==> src/rtl/core/kmpd_pkg.sv <==
// ---------------------------------------------------------------------------
// kmpd_pkg: shared constants and types for the key matrix press detector
// Matrix geometry, field widths and the per-scan result struct.
// ---------------------------------------------------------------------------
package kmpd_pkg;

  // matrix geometry
  localparam int COLUMNS   = 16;
  localparam int ROW_COUNT = 5;

  // fixed field widths
  localparam int ROW_W     = 5;   // row sample field
  localparam int COL_W     = 4;   // column number inside a key code
  localparam int ROW_IDX_W = 3;   // row number inside a key code
  localparam int CODE_W    = ROW_IDX_W + COL_W;

  // rows actually compared and stored
  localparam int ROWS_USED = (ROW_COUNT < ROW_W) ? ROW_COUNT : ROW_W;

  // last column of a scan
  localparam logic [COL_W-1:0] LAST_COL = COL_W'(COLUMNS - 1);

  // one scan result
  typedef struct packed {
    logic              found;
    logic [CODE_W-1:0] code;
  } kmpd_result_t;

endpackage

==> src/rtl/core/key_matrix_press_detector.sv <==
// ---------------------------------------------------------------------------
// key_matrix_press_detector: key matrix new-press detector
// Takes one row sample per column beat, reports one result per full scan.
// ---------------------------------------------------------------------------
// Throughput: one column beat per cycle while in_ready is high; one result every COLUMNS beats.
// The result is registered and appears in the cycle after the last column's beat.
// The previous-scan store is a ring of COLUMNS cells that shifts on each beat.
// Input stalls only while a finished result waits and out_ready is low.
// Reset (synchronous, rst_n low) clears the ring, column count and scan state; not the output data.
module key_matrix_press_detector (
  input  logic                         clk,
  input  logic                         rst_n,
  input  logic                         in_valid,
  output logic                         in_ready,
  input  logic [kmpd_pkg::ROW_W-1:0]   in_row_bits,
  output logic                         out_valid,
  input  logic                         out_ready,
  output logic                         out_key_found,
  output logic [kmpd_pkg::CODE_W-1:0]  out_key_code
);

  logic                           beat;
  logic                           last_col;
  logic [kmpd_pkg::ROWS_USED-1:0] cur_rows;
  logic [kmpd_pkg::ROWS_USED-1:0] ring_q [kmpd_pkg::COLUMNS];
  logic [kmpd_pkg::ROWS_USED-1:0] ring_d [kmpd_pkg::COLUMNS];
  kmpd_pkg::kmpd_result_t         result;
  logic                           out_valid_r, out_valid_nxt;
  kmpd_pkg::kmpd_result_t         out_data_r;

  assign in_ready = !out_valid_r || out_ready;
  assign beat     = in_valid && in_ready;
  assign cur_rows = in_row_bits[kmpd_pkg::ROWS_USED-1:0];

  // ring: head cell holds the current column, new sample enters at the tail
  for (genvar i = 0; i < kmpd_pkg::COLUMNS; i++) begin : g_ring
    if (i == kmpd_pkg::COLUMNS - 1) begin : g_tail
      assign ring_d[i] = cur_rows;
    end else begin : g_mid
      assign ring_d[i] = ring_q[i+1];
    end
    kmpd_cell u_cell (
      .clk      (clk),
      .rst_n    (rst_n),
      .shift_en (beat),
      .d        (ring_d[i]),
      .q        (ring_q[i])
    );
  end

  kmpd_detect u_detect (
    .clk       (clk),
    .rst_n     (rst_n),
    .beat      (beat),
    .cur_rows  (cur_rows),
    .prev_rows (ring_q[0]),
    .last_col  (last_col),
    .result    (result)
  );

  // output register
  always_comb begin
    out_valid_nxt = out_valid_r;
    if (out_valid_r && out_ready) begin
      out_valid_nxt = 1'b0;
    end
    if (beat && last_col) begin
      out_valid_nxt = 1'b1;
    end
  end

  always_ff @(posedge clk) begin
    if (!rst_n) begin
      out_valid_r <= 1'b0;
    end else begin
      out_valid_r <= out_valid_nxt;
    end
  end

  always_ff @(posedge clk) begin
    if (beat && last_col) begin
      out_data_r <= result;
    end
  end

  assign out_valid     = out_valid_r;
  assign out_key_found = out_data_r.found;
  assign out_key_code  = out_data_r.code;

`ifndef ASSERT_OFF
  a_last_gives_result: assert property (@(posedge clk) disable iff (!rst_n)
    (beat && last_col) |=> out_valid_r)
    else $error("last column beat did not produce a result");

  a_no_spurious_result: assert property (@(posedge clk) disable iff (!rst_n)
    (beat && !last_col && !out_valid_r) |=> !out_valid_r)
    else $error("result produced mid-scan");

  a_stall_only_when_full: assert property (@(posedge clk) disable iff (!rst_n)
    !in_ready |-> out_valid_r)
    else $error("input stalled with empty output register");

  a_code_zero_when_none: assert property (@(posedge clk) disable iff (!rst_n)
    out_valid_r |-> (out_data_r.found || out_data_r.code == '0))
    else $error("nonzero key code without a new press");
`endif

endmodule

==> src/rtl/core/kmpd_cell.sv <==
// ---------------------------------------------------------------------------
// kmpd_cell: one stage of the previous-scan ring
// Holds the row bits of one column from the last scan; shifts on each beat.
// ---------------------------------------------------------------------------
module kmpd_cell (
  input  logic                             clk,
  input  logic                             rst_n,
  input  logic                             shift_en,
  input  logic [kmpd_pkg::ROWS_USED-1:0]   d,
  output logic [kmpd_pkg::ROWS_USED-1:0]   q
);

  logic [kmpd_pkg::ROWS_USED-1:0] rows_r;
  logic [kmpd_pkg::ROWS_USED-1:0] rows_nxt;

  // take the neighbor's value on each accepted beat
  always_comb begin
    rows_nxt = shift_en ? d : rows_r;
  end

  always_ff @(posedge clk) begin
    if (!rst_n) begin
      rows_r <= '0;
    end else begin
      rows_r <= rows_nxt;
    end
  end

  assign q = rows_r;

endmodule

==> src/rtl/core/kmpd_detect.sv <==
// ---------------------------------------------------------------------------
// kmpd_detect: new-press detection and per-scan tracking
// Compares a column sample with the stored one, keeps the column count and
// the last new press of the running scan, and forms the scan result.
// ---------------------------------------------------------------------------
module kmpd_detect (
  input  logic                            clk,
  input  logic                            rst_n,
  input  logic                            beat,
  input  logic [kmpd_pkg::ROWS_USED-1:0]  cur_rows,
  input  logic [kmpd_pkg::ROWS_USED-1:0]  prev_rows,
  output logic                            last_col,
  output kmpd_pkg::kmpd_result_t          result
);

  logic [kmpd_pkg::COL_W-1:0]     col_r, col_nxt;
  logic                           found_r, found_nxt;
  logic [kmpd_pkg::CODE_W-1:0]    code_r, code_nxt;
  logic [kmpd_pkg::ROWS_USED-1:0] fresh;
  logic                           hit;
  logic [kmpd_pkg::ROW_IDX_W-1:0] hit_row;

  // rising bits; highest row wins
  always_comb begin
    fresh   = cur_rows & ~prev_rows;
    hit     = 1'b0;
    hit_row = '0;
    for (int r = 0; r < kmpd_pkg::ROWS_USED; r++) begin
      if (fresh[r]) begin
        hit     = 1'b1;
        hit_row = kmpd_pkg::ROW_IDX_W'(r);
      end
    end
  end

  assign last_col = (col_r == kmpd_pkg::LAST_COL);

  // scan result including this column
  always_comb begin
    result.found = found_r | hit;
    result.code  = hit ? {hit_row, col_r} : code_r;
  end

  // next state: restart after the last column
  always_comb begin
    col_nxt   = col_r;
    found_nxt = found_r;
    code_nxt  = code_r;
    if (beat) begin
      if (last_col) begin
        col_nxt   = '0;
        found_nxt = 1'b0;
        code_nxt  = '0;
      end else begin
        col_nxt   = col_r + 1'b1;
        found_nxt = result.found;
        code_nxt  = result.code;
      end
    end
  end

  always_ff @(posedge clk) begin
    if (!rst_n) begin
      col_r   <= '0;
      found_r <= 1'b0;
      code_r  <= '0;
    end else begin
      col_r   <= col_nxt;
      found_r <= found_nxt;
      code_r  <= code_nxt;
    end
  end

endmodule
==> config.mk <==
export PLATFORM = sky130hd
export DESIGN_NAME = key_matrix_press_detector
export DESIGN_NICKNAME = d
export VERILOG_FILES = /design/src/rtl/core/kmpd_pkg.sv /design/src/rtl/core/key_matrix_press_detector.sv /design/src/rtl/core/kmpd_cell.sv /design/src/rtl/core/kmpd_detect.sv
export SDC_FILE = /design/constraint.sdc
export NUM_CORES = 1
export LEC_CHECK = 0
export BUFFER_PORTS_ARGS = -buffer_cell sky130_fd_sc_hd__buf_2
export CORE_ASPECT_RATIO = 0.7
export CORE_MARGIN = 10
export CORE_UTILIZATION = 30
export CTS_BUF_LIST = sky130_fd_sc_hd__clkbuf_16
export DETAILED_ROUTE_END_ITERATION = 7
export GPL_TIMING_DRIVEN = 0
export PLACE_DENSITY = 0.56
export SLEW_MARGIN = 25
export SYNTH_ARGS = -nofsm -noshare
export SYNTH_HDL_FRONTEND = slang
export SYNTH_SLANG_ARGS = --single-unit
==> constraint.sdc <==
create_clock -name clk -period 2.11 [get_ports clk]
set_input_delay 0.422 -clock clk [delete_from_list [all_inputs] [get_ports clk]]
set_output_delay 0.422 -clock clk [all_outputs]
set_load 0.01 [all_outputs]
# ---- Yosys cells after proc, flatten, opt, wreduce, memory -nomap -nowiden
# Index checks and enable logic that the tools add are counted.
dict set report op_classes {
  n_mux 15
  reduce_logical 6
  n_shift 0
  order_cmp 0
  n_div 0
  n_eq_ne 1
  n_mul 0
  bitwise_logic 3
  addsub 1
}
# cell n
set ops {}
lappend ops {{$mux W7} 2}
lappend ops {{$mux W1} 9}
lappend ops {{$and A5 B5 Y5} 1}
lappend ops {{$not A5 Y5} 1}
lappend ops {{$add A4 B1 Y4 const B} 1}
lappend ops {{$eq A4 B4 Y1 const B} 1}
lappend ops {{$mux W2} 2}
lappend ops {{$mux W4} 1}
lappend ops {{$logic_and A1 B1 Y1} 3}
lappend ops {{$mux W3} 1}
lappend ops {{$reduce_bool A2 Y1} 1}
lappend ops {{$logic_not A1 Y1} 1}
lappend ops {{$logic_or A1 B1 Y1} 1}
lappend ops {{$or A1 B1 Y1} 1}
dict set report word_totals {
  ramBits 0
  wordCells 48
  latch_bits 0
  mem_count 0
  rom_bits 0
  reg_bits 101
  in_bits 9
  out_inout_bits 10
}

# ---- Longest topological paths before layout
# Gate-level depths: netlist of the first run.
dict set report logic_depth {
  depth_word 9
  ltp_mapped 7
  mapped_depth_nobuf 5
}

# ---- Modules after synthesis
# A second synthesis of the first run with hierarchy kept.
dict set report hier_totals {
  cells_unflattened 350
  hier_area_um2 4090.2
}
# mod cells_each instances seq_area_each_um2 area_per_inst_um2
set by_module_without_submodules {}
lappend by_module_without_submodules {kmpd_cell 16 16 100.1 192.7}
lappend by_module_without_submodules {kmpd_detect 80 1 240.2 695.7}
lappend by_module_without_submodules {key_matrix_press_detector 14 1 260.2 311.5}

# ---- Worst setup path before layout of the first run
# Ideal clock, no wire load.
dict set report synth_timing {
  kind {input -> register}
  start {input out_ready}
  end {register out_data_r (netlist bit out_key_code[0]), enable pin}
  path_stages 5
  slack_ns 0.382
  n_path_buf 2
  t_arrival_ns 1.357
  required_ns 1.740
  setup_time_ns 0.370
  path_cell_list {nand2b_1 buf_2 nand2_2 clkbuf_1 nor2_1}
}
dict set report synth_between {
  elab_chain_cells 3
}
# element line
set synth_rtl {}
lappend synth_rtl {{start: declaration} key_matrix_press_detector.sv:17} ;# input logic out_ready,
lappend synth_rtl {{$logic_or A1 B1 Y1} key_matrix_press_detector.sv:31} ;# assign in_ready = !out_valid_r || out_ready;
lappend synth_rtl {{via in_ready} key_matrix_press_detector.sv:14} ;# output logic in_ready,
lappend synth_rtl {{$logic_and A1 B1 Y1} key_matrix_press_detector.sv:32} ;# assign beat = in_valid && in_ready;
lappend synth_rtl {{$logic_and A1 B1 Y1} key_matrix_press_detector.sv:81} ;# if (beat && last_col) begin
lappend synth_rtl {{end signal: assignment} key_matrix_press_detector.sv:82} ;# out_data_r <= result;
lappend synth_rtl {{end: declaration} key_matrix_press_detector.sv:29} ;# kmpd_pkg::kmpd_result_t out_data_r;
# The timed path passes the listed nets, and every way through them passes these cells.
# A chain may end at the register's enable or synchronous reset.

# ---- Worst setup path in the final report of the first run
dict set report layout_timing {
  start {register out_valid_r, in the netlist out_valid}
  end {register out_data_r (netlist bit out_key_found), enable pin}
}
dict set report layout_between {
  elab_chain_cells 4
}
# element line
set layout_rtl {}
lappend layout_rtl {{start: declaration} key_matrix_press_detector.sv:28} ;# logic out_valid_r, out_valid_nxt;
lappend layout_rtl {{start signal: assignment} key_matrix_press_detector.sv:76} ;# out_valid_r <= out_valid_nxt;
lappend layout_rtl {{$logic_not A1 Y1} key_matrix_press_detector.sv:31}
lappend layout_rtl {{$logic_or A1 B1 Y1} key_matrix_press_detector.sv:31}
lappend layout_rtl {{$logic_and A1 B1 Y1} key_matrix_press_detector.sv:32}
lappend layout_rtl {{$logic_and A1 B1 Y1} key_matrix_press_detector.sv:81}
# Every way passes these cells.

==> qor.txt, run 1 <==
status - finished, final reports clean
Syn Nets - 449
drt first pass iters - 4
most frequent cells after synthesis - 173 x nand2_1, 93 x dfxtp_1, 82 x a21boi_1
CTS Root Buffer Type - clkbuf_16
Final Cycle Share - 88.25%
critical path peak fanout - 10
CTS tree - yes
flop and latch count out of synthesis - 101
first-pass GRT wire length - 13.63 mm
area grow syn2layout - 15.24%
CTS Hold Bufs - 0
Nets - 477
die width - 156.4 um
dpl cells - 618
crit start category - flop
ranking of synthesized cells by area - dfxtp_1 48%, nand2_1 17%, a21boi_1 16%
Design Area, Final - 4504 um2
initial drt markers - 171
I/O pin count - 19
final wirelength - 8.199 mm
CP endpoint kind - flop
Reg power frac - 50.9%
hold slack - 0.3508 ns
vias in the first global route - 2,740
relative slew slack - 65.56%
power per cell area - 856.0 nW/um2
Final Skew - 0.006653 ns
Critical Path AT - 1.84 ns
Overflow after GRT - 0
Worst Tran Pin Value - 0.5161 ns
ys flop type - dfxtp_1
Switch Pwr - 0.8125 mW
max-capacitance violation count - 0
clock sinks - 101
number of flops mapped to enable cells by yosys - 8
Comb power frac - 5.0%
fin util - 35.77%
DRC viols - 0
initial antenna violation count - 0
ys async rst share - 0%
pin count of the biggest net entering global routing - 16
Routed WL per cell - 12.93 um
DIE AREA - 18,070 um2
Critical Path RT - 2.09 ns
Yosys top cell by area - dfxtp_1
worst setup path class - flop to flop
Num CTS Buffers - 9
Final Instance Count excl. Fillers - 634
Die Y - 115.5 um
register area share after synthesis - 53.78%
Pwr Total - 3.856 mW
clock slew seen by the registers of the worst setup and hold paths - 0.07 ns
RSZ-0062 raised after global routing - no
synthesized cell area - 3909 um2
P_int - 3.043 mW
Final setup viols - 0
Syn Inst Count - 439
Lkg Pwr - 1.593 nW
Yosys cell types - 34
Max clock buf depth - 2
layout cell share with drive strength beyond 1 - 12.29%
gr usage total - 9.388%
share of the synthesized area in the top cell type - 47.63%
clock latency on the worst-skew pair - 0.34 ns
Max Freq - 537.0 MHz
GPL Wtd Cong - 0.7602
Buffers on Ports - 17
CORE AREA - 12,590 um2
syn_area_per_cell - 8.904 um2
antenna cell count - 0
Peak VDD IR - 0.3876 mV
Row Count - 34
minimum clock period - 1.862 ns
count leader, synth - nand2_1
via count - 2,902
Final HPWL DP - 5.893 mm
Net Sw Frac - 21.07%
Clk pwr share - 44.2%
placed instance area - 4197 um2
Hold Crit Class - input pin to flop
vias per inst - 4.577
Detail Route Antenna Nets - 0
CTS H-tree depth - 3
Starting Density - 31.04%
Syn. warnings - 0
endpoints failing hold - 0
fin. max-slew vios - 0
==> layout by cell type (no fill, tap or decap), types with 2 or more instances in the layout <==
cell,n
nand2b_1,3
nand2_1,173
bufinv_16,2
clkbuf_16,9
nand2b_4,2
a21o_1,2
nand3_1,8
nor2_1,2
o21ai_1,2
buf_6,2
a21boi_1,82
clkinv_1,4
and2_1,3
buf_4,2
buf_2,32
o22ai_1,5
mux2_4,4
inv_1,2
edfxtp_1,8
dfxtp_1,93
nor2b_1,3
clkbuf_1,12
==> layer usage <==
metal | GRT usage [%] | up-vias | routed length, um
met5 | 0 | - | 0
met4 | 2.821 | 0 | 98
met3 | 3.295 | 10 | 377
met2 | 13.24 | 43 | 3337
met1 | 13.11 | 1356 | 4385
li1 | - | 1493 | -
==> worst paths after layout <==
| path | from | to | slack [ns] | cells after the start |
|---|---|---|---|---|
| hold / removal | in_row_bits[2] | g_ring[15].u_cell.q[2]$_SDFFE_PN0N_ | 0.35 | 3 |
| setup / recovery | out_valid$_SDFFE_PN0P_ | out_key_found$_DFFE_PP_ | 0.25 | 5 |
| hold reg to reg | g_ring[8].u_cell.q[2]$_SDFFE_PN0N_ | g_ring[7].u_cell.q[2]$_SDFFE_PN0N_ | 0.45 | 2 |
| setup reg to reg | out_valid$_SDFFE_PN0P_ | out_key_found$_DFFE_PP_ | 0.25 | 5 |
==> power groups by stage <==
stage | Clock [mW] | Combinational, mW | Sequential [mW]
after global routing | 1.83 | 0.213 | 1.96
final | 1.70 | 0.191 | 1.96
after global placement | 0 | 0.189 | 2.00
after detailed placement | 0 | 0.193 | 2.01
after floorplan | 0 | 0.138 | 2.00
after CTS | 1.74 | 0.193 | 1.96
==> final cells by class <==
cell class | instances | area, um2
buffer | 32 | 161.4
clock buffer | 9 | 225.2
clock inverter | 7 | 80.08
fill | 1298 | 8088
inverter | 2 | 7.507
multi-input combinational | 304 | 1640
sequential | 101 | 2102
tap | 162 | 202.7
timing repair buffer | 17 | 85.08
==> flip-flops by register name, indices dropped and copies added, names as in the netlist <==
| signal | flops |
|---|---|
| g_ring.u_cell.q | 80 |
| out_key_code | 7 |
| out_key_found | 1 |
| out_valid | 1 |
| u_detect.code_r | 7 |
| u_detect.col_r | 4 |
| u_detect.found_r | 1 |
==> critical path, cell delays in order (launching register included) <==
cell and delay (ns):
dfxtp_1 0.32, nand2b_1 0.06, buf_2 0.17, nand2_2 0.15
clkbuf_1 0.29, nor2_2 0.50
==> logic make-up after synthesis <==
family | count (synthesis) | share of synthesized area, %
XOR/XNOR | 1 | 0.2241
multiplexers | 5 | 1.793
buffers and inverters | 34 | 4.321
AO/OA/AOI/OAI | 98 | 18.66
AND/OR/NAND/NOR | 199 | 20.90
adder cells (fa/ha/maj) | 1 | 0.3201
flip-flops | 101 | 53.78
==> metrics by stage <==
stage | TNS (ns) | setup slack [ns]
CTS | 0 | 0.2136
floorplan | 0 | 0.3825
global placement | -0.8931 | -0.1120
global route | 0 | 0.1314
detailed placement | -1.758 | -0.2202
finish | 0 | 0.2480
==> repair_timing <==
action                     in CTS  in global routing
gates resized for setup         1                  0
hold endpoints to repair        0                  0
setup endpoints to repair       8                  0
setup buffers                   0                  0
No activity file was read; power rests on OpenSTA's default activity.
==> inputs of run 2 (changes only) <==
CELL_PAD_IN_SITES_DETAIL_PLACEMENT = 0   (was default)
CELL_PAD_IN_SITES_GLOBAL_PLACEMENT = 1   (was default)
PLACE_DENSITY = 0.66   (was 0.56)
==> run 2 against run 1 <==
Power shrank 0.91%. Critical path depth is the same. Utilization shrank 0.070 points. Register-to-register slack lost 0.10 ns. Routed wire length shrank 0.59%. Clock power is essentially flat. Die area is the same. Global-route usage grew 0.17 points. Critical path type unchanged. Largest cell class unchanged. Largest power group unchanged. Highest routed layer unchanged.
==> qor.txt, run 2 (same netlist as run 1, synthesis figures left out) <==
Critical Path AT - 1.94 ns (+0.10 ns)
Gates resized, CTS repair - 0 (-1)
initial drt markers - 173 (+1.2%)
vias per inst - 4.536 (-0.90%)
CP endpoint kind - flop
worst setup path class - flop to flop
placed instance area - 4197 um2 (unchanged)
Max Freq - 509.4 MHz (-5.2%)
Crit path max-delay family - simple AND/OR/NAND/NOR gates
reg2reg end - out_key_code[3]$_DFFE_PP_
clock sinks - 101 (unchanged)
max-capacitance violation count - 0 (unchanged)
die width - 156.4 um (unchanged)
Nets - 477 (unchanged)
Hold Crit Class - input pin to flop
most frequent cells in the layout - 173 x nand2_1, 93 x dfxtp_1, 82 x a21boi_1
cell depth of the worst hold path - 3 (unchanged)
Max clock buf depth - 2 (unchanged)
RSZ-0062 raised after global routing - no
Buffers on Ports - 17 (unchanged)
CTS Hold Bufs - 0 (unchanged)
Worst R2R Path Depth - 5 (unchanged)
layout cell share with drive strength beyond 1 - 12.71% (+0.42 points)
crit-path max cell delay - 0.62 ns (+0.12 ns)
GPL Wtd Cong - 0.7104 (-6.6%)
initial antenna violation count - 0 (unchanged)
Final HPWL DP - 5.813 mm (-1.4%)
Design Area, Final - 4496 um2 (-0.19%)
Lkg Pwr - 1.592 nW (about the same)
status - finished, final reports clean
fillcell total - 1,296 (-0.15%)
dpl cells - 618 (unchanged)
fin. max-slew vios - 0 (unchanged)
crit path cell chain - nand2b_1 > buf_2 > nand2_2 > clkbuf_1 > nor2_1
endpoints failing hold - 0 (unchanged)
Worst Tran Pin Value - 0.7123 ns (+0.1962 ns)
first-pass GRT wire length - 13.86 mm (+1.7%)
Overflow after GRT - 0 (unchanged)
CTS Root Buffer Type - clkbuf_16
Final setup viols - 0 (unchanged)
DIE AREA - 18,070 um2 (unchanged)
Peak VDD IR - 0.3932 mV (+1.4%)
CTS H-tree depth - 3 (unchanged)
worst reg-to-reg setup slack - 0.15 ns (-0.10 ns)
area grow syn2layout - 15.01%
Final Cycle Share - 93.04% (+4.8 points)
Final Instance Count excl. Fillers - 634 (unchanged)
Detail Route Antenna Nets - 0 (unchanged)
minimum clock period - 1.963 ns (+0.1011 ns)
most common cell after layout, fill and taps aside - nand2_1
Buf/Inv on CP - 2 (unchanged)
relative slew slack - 52.34% (-13 points)
Row Count - 34 (unchanged)
critical path peak fanout - 10 (unchanged)
number of flip-flops under the largest register name - 80 (unchanged)
CORE AREA - 12,590 um2 (unchanged)
clock slew seen by the registers of the worst setup and hold paths - 0.07 ns (about the same)
Post-CTS Setup Bufs - 0 (unchanged)
via count - 2,876 (-0.90%)
pin count of the biggest net entering global routing - 18 (+2)
Num CTS Buffers - 9 (unchanged)
setup TNS - 0 ns (unchanged)
CTS tree - yes
Critical Path RT - 2.08 ns (about the same)
Final Skew - 0.009400 ns (+0.002747 ns)
Starting Density - 31.04% (unchanged)
Crit Reg-Reg Startpoint - out_valid$_SDFFE_PN0P_
Slowest cell on crit path - nor2_1
antenna cell count - 0 (unchanged)
I/O pin count - 19 (unchanged)
power per cell area - 849.8 nW/um2 (-0.72%)
Die Y - 115.5 um (unchanged)
crit start category - flop
vias in the first global route - 2,754 (+0.51%)
gr usage total - 9.558% (+0.17 points)
drt first pass iters - 4 (unchanged)
final wirelength - 8.151 mm (-0.59%)
hold path start - in_row_bits[3]
hold path endpoint - g_ring[15].u_cell.q[3]$_SDFFE_PN0N_
Routed WL per cell - 12.86 um (-0.59%)
DRC viols - 0 (unchanged)
clock latency on the worst-skew pair - 0.35 ns (about the same)
Pwr Total - 3.820 mW (-0.91%)
-- run 2: power by group --
part	total (mW)	switching [mW]	internal [mW]
Sequential	1.96	0.0134	1.95
Combinational	0.194	0.120	0.0736
Clock	1.67	0.739	0.926
Total	3.82	0.873	2.95
-- run 2: through the flow --
stage	worst slack (ns)	hold WS (ns)	utilization, %
after floorplan	0.3825	0.4300	-
after global placement	-0.04433	0.4364	33.33
after detailed placement	-0.07386	0.4429	33.33
after CTS	0.1250	0.3340	35.70
after global routing	0.02887	0.3319	35.70
final	0.1468	0.3391	35.70
-- run 2: worst register-to-register path: stages, from the launching register on --
cell and delay (ns):
dfxtp_1 0.32, nand2b_1 0.06, buf_2 0.16, nand2_2 0.15, clkbuf_1 0.27, nor2_1 0.62
-- run 2: cell type report --
class	instances	area, um2	share of cell area, %
Timing Repair Buffer	17	85.08	1.893
Multi-Input combinational cell	304	1638	36.43
Clock inverter	7	73.82	1.642
Tap cell	162	202.7	4.509
Inverter	2	7.507	0.1670
Sequential cell	101	2102	46.76
Buffer	32	161.4	3.590
Clock buffer	9	225.2	5.010
-- run 2: per-layer routing --
layer,GRT usage (%),vias up,wire [um]
met5,0,-,0
met4,3.197,0,88
met3,3.369,6,274
met2,13.61,30,3375
met1,13.13,1351,4412
li1,-,1489,-
-- run 2: worst max-delay path by stage --
stage                      startpoint  depth (start not counted)                         to
3_5_place_dp                out_ready                          6  out_key_code[3]$_DFFE_PP_
6_report       out_valid$_SDFFE_PN0P_                          5  out_key_code[3]$_DFFE_PP_
3_3_place_gp                out_ready                          6  out_key_code[2]$_DFFE_PP_
2_1_floorplan               out_ready                          5  out_key_code[0]$_DFFE_PP_
5_1_grt        out_valid$_SDFFE_PN0P_                          5  out_key_code[3]$_DFFE_PP_
4_1_cts        out_valid$_SDFFE_PN0P_                          5  out_key_code[3]$_DFFE_PP_
